===== config.mk =====
export PLATFORM = sky130hd
export DESIGN_NAME = tx_serialization_parser
export DESIGN_NICKNAME = d
export VERILOG_FILES = /design/src/sv/tsp_pkg.sv /design/src/sv/tsp_core.sv /design/src/sv/tx_serialization_parser.sv
export SDC_FILE = /design/constraint.sdc
export NUM_CORES = 2
export LEC_CHECK = 0
export BUFFER_PORTS_ARGS = -buffer_cell sky130_fd_sc_hd__buf_4
export CORE_MARGIN = 1
export CORE_UTILIZATION = 60
export CTS_BUF_LIST = sky130_fd_sc_hd__clkbuf_8
export CTS_CLUSTER_SIZE = 24
export DETAILED_ROUTE_END_ITERATION = 10
export PLACE_DENSITY_LB_ADDON = 0.3
export SLEW_MARGIN = 20
export SYNTH_ARGS = -nofsm -noshare
export SYNTH_HDL_FRONTEND = slang
export SYNTH_HIERARCHICAL = 1
export SYNTH_SLANG_ARGS = --single-unit

===== constraint.sdc =====
create_clock -name clk_i -period 14.2 [get_ports clk_i]
set_input_delay 0.71 -clock clk_i [delete_from_list [all_inputs] [get_ports clk_i]]
set_output_delay 0.71 -clock clk_i [all_outputs]
set_load 0.01 [all_outputs]

===== src/sv/tsp_pkg.sv =====
// ----------------------------------------------------------------------------
// tsp_pkg
// Types, constants and field helpers for the transaction byte parser.
// ----------------------------------------------------------------------------
`default_nettype none
package tsp_pkg;

  localparam int unsigned MaxBufferBytes = 4194304;
  localparam int unsigned LenW  = 23;
  localparam int unsigned IdxW  = 22;
  localparam int unsigned ValW  = 64;
  localparam int unsigned BifW  = 6;
  localparam int unsigned CwW   = 4;

  localparam logic [LenW-1:0] MinTxBytes = LenW'(10);
  localparam logic [LenW-1:0] MaxLen     = LenW'(MaxBufferBytes);
  localparam logic [BifW-1:0] HashBytes  = BifW'(32);
  localparam logic [BifW-1:0] Fix4       = BifW'(4);
  localparam logic [BifW-1:0] Fix8       = BifW'(8);

  localparam int unsigned InDataW  = 32;
  localparam int unsigned OutDataW = 120;

  typedef enum logic [4:0] {
    PH_VERSION    = 5'd0,
    PH_MARKER     = 5'd1,
    PH_FLAG       = 5'd2,
    PH_IN_COUNT   = 5'd3,
    PH_PREV_ID    = 5'd4,
    PH_PREV_INDEX = 5'd5,
    PH_SIG_LEN    = 5'd6,
    PH_SIG_BYTE   = 5'd7,
    PH_SEQUENCE   = 5'd8,
    PH_OUT_COUNT  = 5'd9,
    PH_AMOUNT     = 5'd10,
    PH_PK_LEN     = 5'd11,
    PH_PK_BYTE    = 5'd12,
    PH_WIT_COUNT  = 5'd13,
    PH_ITEM_LEN   = 5'd14,
    PH_ITEM_BYTE  = 5'd15,
    PH_LOCKTIME   = 5'd16,
    PH_AFTER      = 5'd17
  } phase_e;

  typedef struct packed {
    logic [ValW-1:0] acc;
    logic [BifW-1:0] bif;
    logic [CwW-1:0]  cw;
    logic            done;
  } feed_t;

  typedef struct packed {
    logic [LenW-1:0] consumed;
    logic            error;
    logic            done_res;
    logic            segwit_seen;
    logic [ValW-1:0] value_out;
    logic            field_end;
    logic [IdxW-1:0] entry_index;
    phase_e          part;
  } result_t;

  // Little-endian fixed field of n bytes.
  function automatic feed_t feed_fixed(logic [ValW-1:0] acc, logic [BifW-1:0] bif,
                                       logic [CwW-1:0] cw, logic [7:0] b,
                                       logic [BifW-1:0] n);
    feed_t r;
    r.acc = (bif == '0) ? '0 : acc;
    r.acc[bif[2:0]*8 +: 8] = r.acc[bif[2:0]*8 +: 8] | b;
    r.bif = bif + BifW'(1);
    r.cw = cw;
    r.done = 1'b0;
    if (r.bif >= n) begin
      r.bif = '0;
      r.done = 1'b1;
    end
    return r;
  endfunction

  // Compact-size field, no canonical check.
  function automatic feed_t feed_compact(logic [ValW-1:0] acc, logic [BifW-1:0] bif,
                                         logic [CwW-1:0] cw, logic [7:0] b);
    feed_t r;
    logic [BifW-1:0] k;
    r.acc = acc;
    r.bif = bif;
    r.cw = cw;
    r.done = 1'b0;
    k = bif - BifW'(1);
    if (bif == '0) begin
      r.acc = '0;
      if (b < 8'hFD) begin
        r.acc[7:0] = b;
        r.done = 1'b1;
      end else begin
        r.cw = (b == 8'hFD) ? CwW'(2) : (b == 8'hFE) ? CwW'(4) : CwW'(8);
        r.bif = BifW'(1);
      end
    end else begin
      r.acc[k[2:0]*8 +: 8] = r.acc[k[2:0]*8 +: 8] | b;
      r.bif = bif + BifW'(1);
      if (bif >= BifW'(cw)) begin
        r.bif = '0;
        r.cw = '0;
        r.done = 1'b1;
      end
    end
    return r;
  endfunction

endpackage
`default_nettype wire


===== src/sv/tsp_core.sv =====
// ----------------------------------------------------------------------------
// tsp_core
// Parse state registers and the per-byte next-state and result logic.
// ----------------------------------------------------------------------------
`default_nettype none
module tsp_core import tsp_pkg::*; (
  input  wire logic            clk_i,
  input  wire logic            rst_ni,
  input  wire logic            step_i,
  input  wire logic [7:0]      byte_i,
  input  wire logic            first_i,
  input  wire logic [LenW-1:0] blen_i,
  input  wire logic            exact_i,
  output result_t              res_o
);

  phase_e          ph_q, ph_d;
  logic [BifW-1:0] bif_q, bif_d;
  logic [ValW-1:0] acc_q, acc_d;
  logic [CwW-1:0]  cw_q, cw_d;
  logic [LenW-1:0] off_q, off_d, tot_q, tot_d, blob_q, blob_d;
  logic [IdxW-1:0] in_tot_q, in_tot_d, cnt_q, cnt_d, ent_tot_q, ent_tot_d;
  logic [IdxW-1:0] item_q, item_d, item_tot_q, item_tot_d;
  logic            wit_q, wit_d, err_q, err_d, done_q, done_d;

  always_ff @(posedge clk_i or negedge rst_ni) begin
    if (!rst_ni) begin
      ph_q <= PH_VERSION;
      bif_q <= '0; acc_q <= '0; cw_q <= '0; off_q <= '0; tot_q <= '0;
      blob_q <= '0; in_tot_q <= '0; cnt_q <= '0; ent_tot_q <= '0;
      item_q <= '0; item_tot_q <= '0;
      wit_q <= 1'b0; err_q <= 1'b0; done_q <= 1'b0;
    end else if (step_i) begin
      ph_q <= ph_d;
      bif_q <= bif_d; acc_q <= acc_d; cw_q <= cw_d; off_q <= off_d; tot_q <= tot_d;
      blob_q <= blob_d; in_tot_q <= in_tot_d; cnt_q <= cnt_d; ent_tot_q <= ent_tot_d;
      item_q <= item_d; item_tot_q <= item_tot_d;
      wit_q <= wit_d; err_q <= err_d; done_q <= done_d;
    end
  end

  always_comb begin
    feed_t           f;
    logic [LenW-1:0] remain;
    logic [LenW-1:0] off1;
    logic            fe;
    logic [ValW-1:0] val;
    phase_e          part;
    logic [IdxW-1:0] idx;

    ph_d = ph_q; bif_d = bif_q; acc_d = acc_q; cw_d = cw_q; off_d = off_q;
    tot_d = tot_q; blob_d = blob_q; in_tot_d = in_tot_q; cnt_d = cnt_q;
    ent_tot_d = ent_tot_q; item_d = item_q; item_tot_d = item_tot_q;
    wit_d = wit_q; err_d = err_q; done_d = done_q;
    fe = 1'b0;
    val = '0;
    f = '0;

    if (first_i) begin
      ph_d = PH_VERSION;
      bif_d = '0; acc_d = '0; cw_d = '0; off_d = '0; blob_d = '0;
      in_tot_d = '0; cnt_d = '0; ent_tot_d = '0; item_d = '0; item_tot_d = '0;
      wit_d = 1'b0; done_d = 1'b0;
      tot_d = blen_i;
      err_d = (blen_i < MinTxBytes) || (blen_i > MaxLen);
    end
    // A non-zero byte after the version is already the input count.
    if (!err_d && !done_d && ph_d == PH_MARKER && byte_i != 8'h00) ph_d = PH_IN_COUNT;

    part = done_d ? PH_AFTER : ph_d;
    idx = '0;
    if (!done_d) begin
      if ((ph_d >= PH_PREV_ID && ph_d <= PH_SEQUENCE) ||
          (ph_d >= PH_AMOUNT && ph_d <= PH_WIT_COUNT)) idx = cnt_d;
      else if (ph_d == PH_ITEM_LEN || ph_d == PH_ITEM_BYTE) idx = item_d;
    end

    off1 = off_d + LenW'(1);
    remain = (off1 <= tot_d) ? (tot_d - off1) : '0;

    if (err_d) begin
      // frozen
    end else if (done_d) begin
      if (exact_i) err_d = 1'b1;
    end else if (off_d >= tot_d) begin
      err_d = 1'b1;
    end else begin
      case (ph_d)
        PH_VERSION, PH_PREV_INDEX, PH_SEQUENCE, PH_AMOUNT, PH_LOCKTIME: begin
          f = feed_fixed(acc_d, bif_d, cw_d, byte_i, (ph_d == PH_AMOUNT) ? Fix8 : Fix4);
          acc_d = f.acc;
          bif_d = f.bif;
          if (f.done) begin
            fe = 1'b1;
            val = f.acc;
            case (ph_d)
              PH_VERSION:    ph_d = PH_MARKER;
              PH_PREV_INDEX: ph_d = PH_SIG_LEN;
              PH_AMOUNT:     ph_d = PH_PK_LEN;
              PH_SEQUENCE: begin
                cnt_d = cnt_d + IdxW'(1);
                ph_d = (cnt_d < in_tot_d) ? PH_PREV_ID : PH_OUT_COUNT;
              end
              default: begin
                if (exact_i && off1 != tot_d) err_d = 1'b1;
                else begin
                  done_d = 1'b1;
                  ph_d = PH_AFTER;
                end
              end
            endcase
          end
        end
        PH_MARKER: begin
          fe = 1'b1;
          ph_d = PH_FLAG;
        end
        PH_FLAG: begin
          fe = 1'b1;
          val = {56'd0, byte_i};
          if (!byte_i[0]) err_d = 1'b1;
          else begin
            wit_d = 1'b1;
            ph_d = PH_IN_COUNT;
          end
        end
        PH_IN_COUNT, PH_OUT_COUNT, PH_WIT_COUNT: begin
          f = feed_compact(acc_d, bif_d, cw_d, byte_i);
          acc_d = f.acc; bif_d = f.bif; cw_d = f.cw;
          if (f.done) begin
            fe = 1'b1;
            val = f.acc;
            if (f.acc > {41'd0, remain}) err_d = 1'b1;
            else if (ph_d == PH_IN_COUNT) begin
              in_tot_d = f.acc[IdxW-1:0];
              cnt_d = '0;
              ph_d = (f.acc != '0) ? PH_PREV_ID : PH_OUT_COUNT;
            end else if (ph_d == PH_OUT_COUNT) begin
              ent_tot_d = f.acc[IdxW-1:0];
              cnt_d = '0;
              if (f.acc != '0) ph_d = PH_AMOUNT;
              else if (wit_d && in_tot_d != '0) ph_d = PH_WIT_COUNT;
              else ph_d = PH_LOCKTIME;
            end else begin
              item_tot_d = f.acc[IdxW-1:0];
              item_d = '0;
              if (f.acc != '0) ph_d = PH_ITEM_LEN;
              else begin
                cnt_d = cnt_d + IdxW'(1);
                ph_d = (cnt_d < in_tot_d) ? PH_WIT_COUNT : PH_LOCKTIME;
              end
            end
          end
        end
        PH_PREV_ID: begin
          bif_d = bif_d + BifW'(1);
          if (bif_d >= HashBytes) begin
            bif_d = '0;
            ph_d = PH_PREV_INDEX;
          end
        end
        PH_SIG_LEN, PH_PK_LEN, PH_ITEM_LEN: begin
          f = feed_compact(acc_d, bif_d, cw_d, byte_i);
          acc_d = f.acc; bif_d = f.bif; cw_d = f.cw;
          if (f.done) begin
            fe = 1'b1;
            val = f.acc;
            if (f.acc > {41'd0, tot_d}) err_d = 1'b1;
            else begin
              blob_d = f.acc[LenW-1:0];
              if (f.acc != '0) begin
                ph_d = (ph_d == PH_SIG_LEN) ? PH_SIG_BYTE :
                       (ph_d == PH_PK_LEN) ? PH_PK_BYTE : PH_ITEM_BYTE;
              end else if (ph_d == PH_SIG_LEN) begin
                ph_d = PH_SEQUENCE;
              end else if (ph_d == PH_PK_LEN) begin
                cnt_d = cnt_d + IdxW'(1);
                if (cnt_d < ent_tot_d) ph_d = PH_AMOUNT;
                else if (wit_d && in_tot_d != '0) begin
                  cnt_d = '0;
                  ph_d = PH_WIT_COUNT;
                end else ph_d = PH_LOCKTIME;
              end else begin
                item_d = item_d + IdxW'(1);
                if (item_d < item_tot_d) ph_d = PH_ITEM_LEN;
                else begin
                  cnt_d = cnt_d + IdxW'(1);
                  ph_d = (cnt_d < in_tot_d) ? PH_WIT_COUNT : PH_LOCKTIME;
                end
              end
            end
          end
        end
        PH_SIG_BYTE, PH_PK_BYTE, PH_ITEM_BYTE: begin
          if (blob_d != '0) blob_d = blob_d - LenW'(1);
          if (blob_d == '0) begin
            if (ph_d == PH_SIG_BYTE) ph_d = PH_SEQUENCE;
            else if (ph_d == PH_PK_BYTE) begin
              cnt_d = cnt_d + IdxW'(1);
              if (cnt_d < ent_tot_d) ph_d = PH_AMOUNT;
              else if (wit_d && in_tot_d != '0) begin
                cnt_d = '0;
                ph_d = PH_WIT_COUNT;
              end else ph_d = PH_LOCKTIME;
            end else begin
              item_d = item_d + IdxW'(1);
              if (item_d < item_tot_d) ph_d = PH_ITEM_LEN;
              else begin
                cnt_d = cnt_d + IdxW'(1);
                ph_d = (cnt_d < in_tot_d) ? PH_WIT_COUNT : PH_LOCKTIME;
              end
            end
          end
        end
        default: err_d = 1'b1;
      endcase
      if (!err_d) begin
        off_d = off1;
        if (!done_d && off_d >= tot_d) err_d = 1'b1;
      end
    end

    if (err_d) begin
      fe = 1'b0;
      val = '0;
    end
    res_o.part        = part;
    res_o.entry_index = idx;
    res_o.field_end   = fe;
    res_o.value_out   = val;
    res_o.segwit_seen = wit_d;
    res_o.done_res    = done_d && !err_d;
    res_o.error       = err_d;
    res_o.consumed    = (done_d && !err_d) ? off_d : '0;
  end

endmodule
`default_nettype wire


===== src/sv/tx_serialization_parser.sv =====
// ----------------------------------------------------------------------------
// tx_serialization_parser
// Byte-serial parser for a serialized transaction, one result per byte.
// ----------------------------------------------------------------------------
// channel  | direction | handshake                  | payload
// s_axis   | in        | s_axis_tvalid/s_axis_tready | byte_in, buffer_len; tuser first
// m_axis   | out       | m_axis_tvalid/m_axis_tready | one result per input byte
// cfg      | in        | cfg_valid_i/cfg_ready_o    | exact_length
//
// One byte per cycle while the output is not stalled; the parse state and the
// output register both load at the accepting edge, so a result shows in the
// cycle after its byte. Input is taken while the output register is empty or
// being drained. Reset clears the parse state and sets exact_length to 1.
`default_nettype none
module tx_serialization_parser import tsp_pkg::*; (
  input  wire logic                clk_i,
  input  wire logic                rst_ni,
  input  wire logic                s_axis_tvalid,
  output logic                     s_axis_tready,
  input  wire logic [InDataW-1:0]  s_axis_tdata,  // byte_in[7:0], buffer_len[30:8]
  input  wire logic                s_axis_tuser,  // first
  output logic                     m_axis_tvalid,
  input  wire logic                m_axis_tready,
  // part, entry_index, field_end, value_out, segwit seen, done_res, error, consumed
  output logic [OutDataW-1:0]      m_axis_tdata,
  input  wire logic                cfg_valid_i,
  output logic                     cfg_ready_o,
  input  wire logic                cfg_data_i
);

  logic    exact_q;
  logic    out_vld_q;
  result_t res_q;
  result_t res;
  logic    step;

  assign s_axis_tready = !out_vld_q || m_axis_tready;
  assign step = s_axis_tvalid && s_axis_tready;
  assign cfg_ready_o = 1'b1;

  tsp_core u_core (
    .clk_i   (clk_i),
    .rst_ni  (rst_ni),
    .step_i  (step),
    .byte_i  (s_axis_tdata[7:0]),
    .first_i (s_axis_tuser),
    .blen_i  (s_axis_tdata[30:8]),
    .exact_i (exact_q),
    .res_o   (res)
  );

  always_ff @(posedge clk_i or negedge rst_ni) begin
    if (!rst_ni) begin
      exact_q <= 1'b1;
      out_vld_q <= 1'b0;
    end else begin
      if (cfg_valid_i) exact_q <= cfg_data_i;
      if (step) out_vld_q <= 1'b1;
      else if (m_axis_tready) out_vld_q <= 1'b0;
    end
  end

  always_ff @(posedge clk_i) begin
    if (step) res_q <= res;
  end

  assign m_axis_tvalid = out_vld_q;
  assign m_axis_tdata = {2'b00, res_q};

endmodule
`default_nettype wire


# [Word level (Yosys, flattened, before mapping)]
# Index checks and enable logic that the tools add are counted.
[classes] n_mux=207 n_bitwise=2 eq_ne=20 order_cmp=18 n_shift=6 n_reduce_logical=36 add_sub_neg=9
[ops] operator="$mux W22" count=66
[ops] operator="$mux W75" count=9
[ops] operator="$mux W64" count=8
[ops] operator="$mux W23" count=18
[ops] operator="$pmux W64 S4" count=1
[ops] operator="$pmux W64 S3" count=1
[ops] operator="$mux W5" count=28
[ops] operator="$bwmux W64" count=2
[ops] operator="$gt A64 B23 Y1" count=2
[ops] operator="$reduce_bool A64 Y1" count=2
[ops] operator="$shift A8 B34 Y64 const A" count=2
[ops] operator="$shiftx A64 B7 Y8" count=2
[ops] operator="$shiftx A8 B34 Y64" count=2
[ops] operator="$pmux W22 S4" count=1
[ops] operator="$neg A6 Y34" count=2
[ops] operator="$lt A22 B22 Y1" count=3
[ops] operator="$pmux W22 S3" count=1
[ops] operator="$ge A23 B23 Y1" count=2
[ops] operator="$mux W1" count=46
[ops] operator="$pmux W23 S2" count=1
[ops] operator="$add A22 B1 Y22 const B" count=2
[ops] operator="$eq A5 B4 Y1 const B" count=8
[ops] operator="$mux W4" count=9
[ops] operator="$mux W6" count=6
[ops] operator="other kinds (46)" count=74
[word_totals] regBits=381 wordCells=323 in_bits=39 out_inout_bits=123

# [Longest topological paths before layout]
[depth] ltp_word=30 ltp_mapped=44

# [By module]
# The synthesis kept the hierarchy.
[by_module_without_submodules] mod="tsp_core" area_each_um2=27595.2 n_inst=1 cells_each=3680
[by_module_without_submodules] mod="tx_serialization_parser" area_each_um2=3666.0 n_inst=1 cells_each=129

# [Worst setup path before layout]
# OpenSTA, ideal clock, no wires.
[synth_path] kind="input-to-reg" start="in s_axis_tuser" end="reg u_core.cnt_q[4]" cell_stages=42 t_required_ps=14065 t_arrival_ps=9431 path_slack_ps=4634 path_cell_list="buf_6 > buf_6 > buf_2 > buf_2 > buf_2 > buf_2 > buf_2 > buf_1 > buf_2 > buf_1 > clkbuf_1 > clkbuf_1 > mux2i_1 > inv_1 > ha_1 > nor2b_1 > o21ai_0 > a21boi_0 > [6 not listed] > or3_1 > a31oi_1 > clkbuf_1 > nand2_1 > ha_1 > a21o_1 > a21o_1 > a21o_1 > a21oi_1 > o211ai_1 > a221o_1 > nand2_1 > nand4b_4 > a2111oi_4 > o21ai_2 > a311o_1 > a221oi_1 > o22ai_1"
[synth_between] word_cells_on_any_way=112
[synth_lines] element="start: declaration" line_no="tx_serialization_parser.sv:21" source="input wire logic s_axis_tuser,"
[synth_lines] element="$mux W23 *" line_no="tsp_core.sv:59" source="if (first_i) begin"
[synth_lines] element="named net u_core.tot_d[1]" line_no="tsp_core.sv:21" source="logic [LenW-1:0] off_q, off_d, tot_q, tot_d, blob_q, blob_d;"
[synth_lines] element="$sub A23 B23 Y23 or $le A23 B23 Y1 (tied branches)" line_no="tsp_core.sv:79" source="remain = (off1 <= tot_d) ? (tot_d - off1) : '0;"
[synth_lines] element="$mux W23" line_no="tsp_core.sv:79"
[synth_lines] element="$gt A64 B23 Y1" line_no="tsp_core.sv:133" source="if (f.acc > {41'd0, remain}) err_d = 1'b1;"
[synth_lines] element="$mux W22" line_no="tsp_core.sv:133"
[synth_lines] element="$mux W22" line_no="tsp_core.sv:130" source="if (f.done) begin"
[synth_lines] element="$pmux W22 S4" line_no="tsp_core.sv:88" source="case (ph_d)"
[synth_lines] element="$mux W22 *" line_no="tsp_core.sv:85" source="end else if (off_d >= tot_d) begin"
[synth_lines] element="$mux W22 *" line_no="tsp_core.sv:83" source="end else if (done_d) begin"
[synth_lines] element="$mux W22 *" line_no="tsp_core.sv:81" source="if (err_d) begin"
[synth_lines] element="end signal: assignment" line_no="tsp_core.sv:36" source="blob_q <= blob_d; in_tot_q <= in_tot_d; cnt_q <= cnt_d; ent_tot_q <= ent_tot_d;"
[synth_lines] element="end: declaration" line_no="tsp_core.sv:22" source="logic [IdxW-1:0] in_tot_q, in_tot_d, cnt_q, cnt_d, ent_tot_q, ent_tot_d;"
# The timed path passes the listed nets; every way through them passes the cells marked *. The select of a mux whose other input is x is not followed.
# A chain may end at the register's enable or synchronous reset.

# [Final worst setup path]
[layout_path] start="in s_axis_tuser" end="reg u_core.blob_q[17]"
[layout_between] elab_chain_cells=18 word_cells_on_any_way=54
[layout_lines] element="$mux W6" line_no="tsp_core.sv:59"
[layout_lines] element="$sub A3 B1 Y3" line_no="tsp_pkg.sv:89" source="k = bif - BifW'(1);"
[layout_lines] element="$shiftx A64 B7 Y8" line_no="tsp_pkg.sv:100" source="r.acc[k[2:0]*8 +: 8] = r.acc[k[2:0]*8 +: 8] | b;"
[layout_lines] element="$or A8 B8 Y8" line_no="tsp_pkg.sv:100"
[layout_lines] element="$shiftx A8 B34 Y64" line_no="tsp_pkg.sv:100"
[layout_lines] element="$bwmux W64" line_no="tsp_pkg.sv:100"
[layout_lines] element="$mux W75"
[layout_lines] element="$mux W75" line_no="tsp_core.sv:88"
[layout_lines] element="[2 not listed]"
[layout_lines] element="$mux W75" line_no="tsp_core.sv:81"
[layout_lines] element="$gt A64 B23 Y1" line_no="tsp_core.sv:168" source="if (f.acc > {41'd0, tot_d}) err_d = 1'b1;"
[layout_lines] element="$mux W23" line_no="tsp_core.sv:168"
[layout_lines] element="$mux W23" line_no="tsp_core.sv:165" source="if (f.done) begin"
[layout_lines] element="$pmux W23 S2" line_no="tsp_core.sv:88"
[layout_lines] element="$mux W23" line_no="tsp_core.sv:85"
[layout_lines] element="$mux W23" line_no="tsp_core.sv:83"
[layout_lines] element="$mux W23 *" line_no="tsp_core.sv:81"
[layout_lines] element="end signal: assignment" line_no="tsp_core.sv:36"
[layout_lines] element="end: declaration" line_no="tsp_core.sv:21"
# Every way passes the cells marked *; elsewhere a longest branch is shown, timed or not. The select of a mux whose other input is x is not followed.

==> flow_summary_export.csv <==
group,metric,value,unit
layout,area_delta_synth_final,10.21,%
global_route,grtUsageMet1,66.17,%
sta,finalHoldViolCount,0,
cts,clock_latency,0.69,ns
cts,numCtsBuffers,70,
layout,design_area,34450,sq um
worst_setup_path,endpoint_kind,"flop",
job,cap_violations,0,
routing,drtAntennaViolNets,0,
layout,fill_cells,4408,
floorplanning,io_pins,162,
sta,setup_slack,4.323,ns
yosys,synth_area_leaders,"dfrtp_1 (21%), edfxtp_1 (11%), ha_1 (6.5%)",
worst_setup_path,worstPathRequired,14.76,ns
sta,tightest_slew,1.271,ns
worst_setup_path,critPathKind,"in2reg",
layout,drive_above_1_share,12.32,%
pwr,vdd_drop_max,0.08713,mV
global_route,antenna_found_initial,9,
worst_setup_path,critPathLaunchType,"input port",
place,pre_cts_slack,4.420,ns
routing,firstDrtPassIters,6,
sta,finalSetupViolations,0,
floorplanning,chipHeight,230.3,um
cts,cts_htree_levels,3,
floorplanning,start_util,60.81,%
worst_setup_path,worst_path_max_delay_cell,"nor3_4",
yosys,yosysTopAreaCell,"dfrtp_1",
worst_setup_path,crit_top_cell,"ha_1",
yosys,async_reset_ff_share,69.03,%
place,dpl_cell_area,32930,sq um
worst_setup_path,arrival,10.43,ns
sta,drv_slew,0,
worst_setup_path,slowest_delay,0.90,ns
routing,drt-wirelength-per-cell,29.10,um
floorplanning,die_area,53020,sq um
cts,post_cts_buffers,0,
global_route,met3_usage,20.47,%
sta,tns,0,ns
worst_setup_path,cp_max_fo,52,
place,portBuffers,157,
global_route,met2_usage,68.90,%
hold_path,hold_class,"in2async",
yosys,synth_top_area_share,20.97,%
cts,holdBufCountCts,0,
global_route,grt_pass1_vias,31000,
yosys,yosysMostFrequentCell,"nand2_1",
yosys,syn-instance-count,3809,
place,gp_congestion,1.103,
floorplanning,core,51410,sq um
yosys,ys_seq_elements,381,
global_route,track_usage,49.33,%
yosys,ys_types,120,
cts,clockBufferDepth,3,
yosys,yosys-top-cells-count,"nand2_1 (455), nor2_1 (384), dfrtp_1 (262), o21ai_0 (259), a21oi_1 (236)",
sta,fmax,0.1012,GHz
global_route,grt_max_degree,107,
sta,min_period,9.877,ns
global_route,overflow,0,
routing,wl,133.7,mm
yosys,yosysWarnings,6,
cts,clock_sinks,381,
cts,cts_tree,"built",
pwr,p_per_area,104.9,nW/um^2
yosys,synth_edf_count,118,
run_status,outcome,"complete, no violations",
routing,route.detailed.drc,0,
sta,skew,0.04338,ns
layout,nets,4057,
routing,drtIter0Drc,5587,
cts,postCtsResizedCells,0,
routing,vias,33720,
yosys,synthesis.area,31260,sq um
sta,timing.final.crit_share,69.55,%
floorplanning,num_rows,83,
sta,slew_headroom,14.59,%
global_route,grt.busiest_layer,"met2",
cts,path_clk_slew,0.06,ns
yosys,synth_top_flop_cell,"dfrtp_1",
yosys,synth.avg_cell_area,8.207,sq um
routing,via_per_inst,7.339,
cts,root_buffer,"clkbuf_8",
pwr,power_leakage,14.06,nW
place,dp_hpwl,95.65,mm
global_route,grt_pass1_wl,197.2,mm
floorplanning,die_w,230.3,um
sta,rsz0062_at_grt,"false",
yosys,yosysSeqAreaShare,32.39,%
[power breakdown]
| part | internal (mW) | total, mW | switching (mW) |
|---|---|---|---|
| logic | 0.347 | 1.23 | 0.878 |
| registers | 1.18 | 1.23 | 0.0526 |
| clock network | 0.632 | 1.15 | 0.522 |
| total | 2.16 | 3.61 | 1.45 |
[per-layer routing]
metal  share of wire (%)  vias up
li1                    -    14320
met1                  38    16130
met2                  41     2754
met3                  16      511
met4                 5.1       14
met5               0.076        -
[cell usage in the layout (no fill, tap or decap), types with 100 or more instances in the layout]
cell / instances
nand2_1: 455
nor2_1: 379
dfrtp_1: 262
o21ai_0: 256
buf_4: 237
a21oi_1: 234
ha_1: 162
nand3_1: 140
nor3_1: 120
edfxtp_1: 118
a22o_1: 115
inv_1: 100
[path summary, 6_finish.rpt]
path                             startpoint  cells past startpoint  slack (ns)                end
max in group asynchronous            rst_ni                      3       12.06   u_core/acc_q[29]
min reg2reg                u_core/off_q[19]                      2        0.49   u_core/off_q[19]
min in group clk_i            s_axis_tvalid                      2        0.25      m_axis_tvalid
min                                  rst_ni                      1        0.05    u_core/cnt_q[9]
max                            s_axis_tuser                     26        4.32  u_core/blob_q[17]
max reg2reg                 u_core/bif_q[0]                     24        4.38  u_core/blob_q[17]
[critical path, delay by kind of cell]
| kind | cells | cell delay (ns) |
|---|---|---|
| fa+ha+maj | 4 | 1.68 |
| simple gates | 6 | 2.88 |
| compound gates | 11 | 3.07 |
| buf+inv | 5 | 2.01 |
[logic make-up after synthesis]
kind of cell	count (synthesis)	share of synthesized area (%)
and+or+nand+nor	1505	23.30
other	2	0.02402
AOI/OAI and AO/OA	1206	26.15
DFF	381	32.39
adders and majority gates	169	6.740
muxes	79	3.474
buffers and inverters	352	4.679
xor gates and xnor gates	115	3.246
[cell type report]
| type | instances | area, sq um | share of cell area [%] |
|---|---|---|---|
| multi-input cells | 3077 | 19800 | 57.48 |
| flip-flops and latches | 381 | 10130 | 29.39 |
| repair buffers | 240 | 1828 | 5.306 |
| clock buffers | 87 | 1197 | 3.475 |
| well taps | 680 | 850.8 | 2.469 |
| clock inverters | 43 | 321.6 | 0.9333 |
| inverters | 85 | 321.6 | 0.9333 |
| diodes | 2 | 5.005 | 0.01453 |
[registers in the layout, summed over array words and instances, names as in the netlist]
signal / count
u_core/in_tot_q: 22
u_core/tot_q: 23
u_core/ph_q: 5
u_core/cw_q: 4
u_core/item_q: 22
u_core/bif_q: 6
u_core/item_tot_q: 22
u_core/err_q: 1
u_core/off_q: 23
u_core/wit_q: 1
exact_q: 1
u_core/ent_tot_q: 22
m_axis_tdata: 118
u_core/cnt_q: 22
u_core/done_q: 1
u_core/blob_q: 23
u_core/acc_q: 64
m_axis_tvalid: 1
[per-stage QoR]
step	hold WS, ns	power (mW)	utilization, %	instances
after floorplan	0.4144	1.989	-	3810
after global placement	0.4578	2.389	64.05	4463
after detailed placement	0.4653	2.400	64.06	4463
after CTS	0.06656	3.545	67.01	4593
after global routing	0.1200	3.708	67.02	4594
final	0.05022	3.615	67.02	4595
Note: power is estimated with default switching activity, not from simulation.
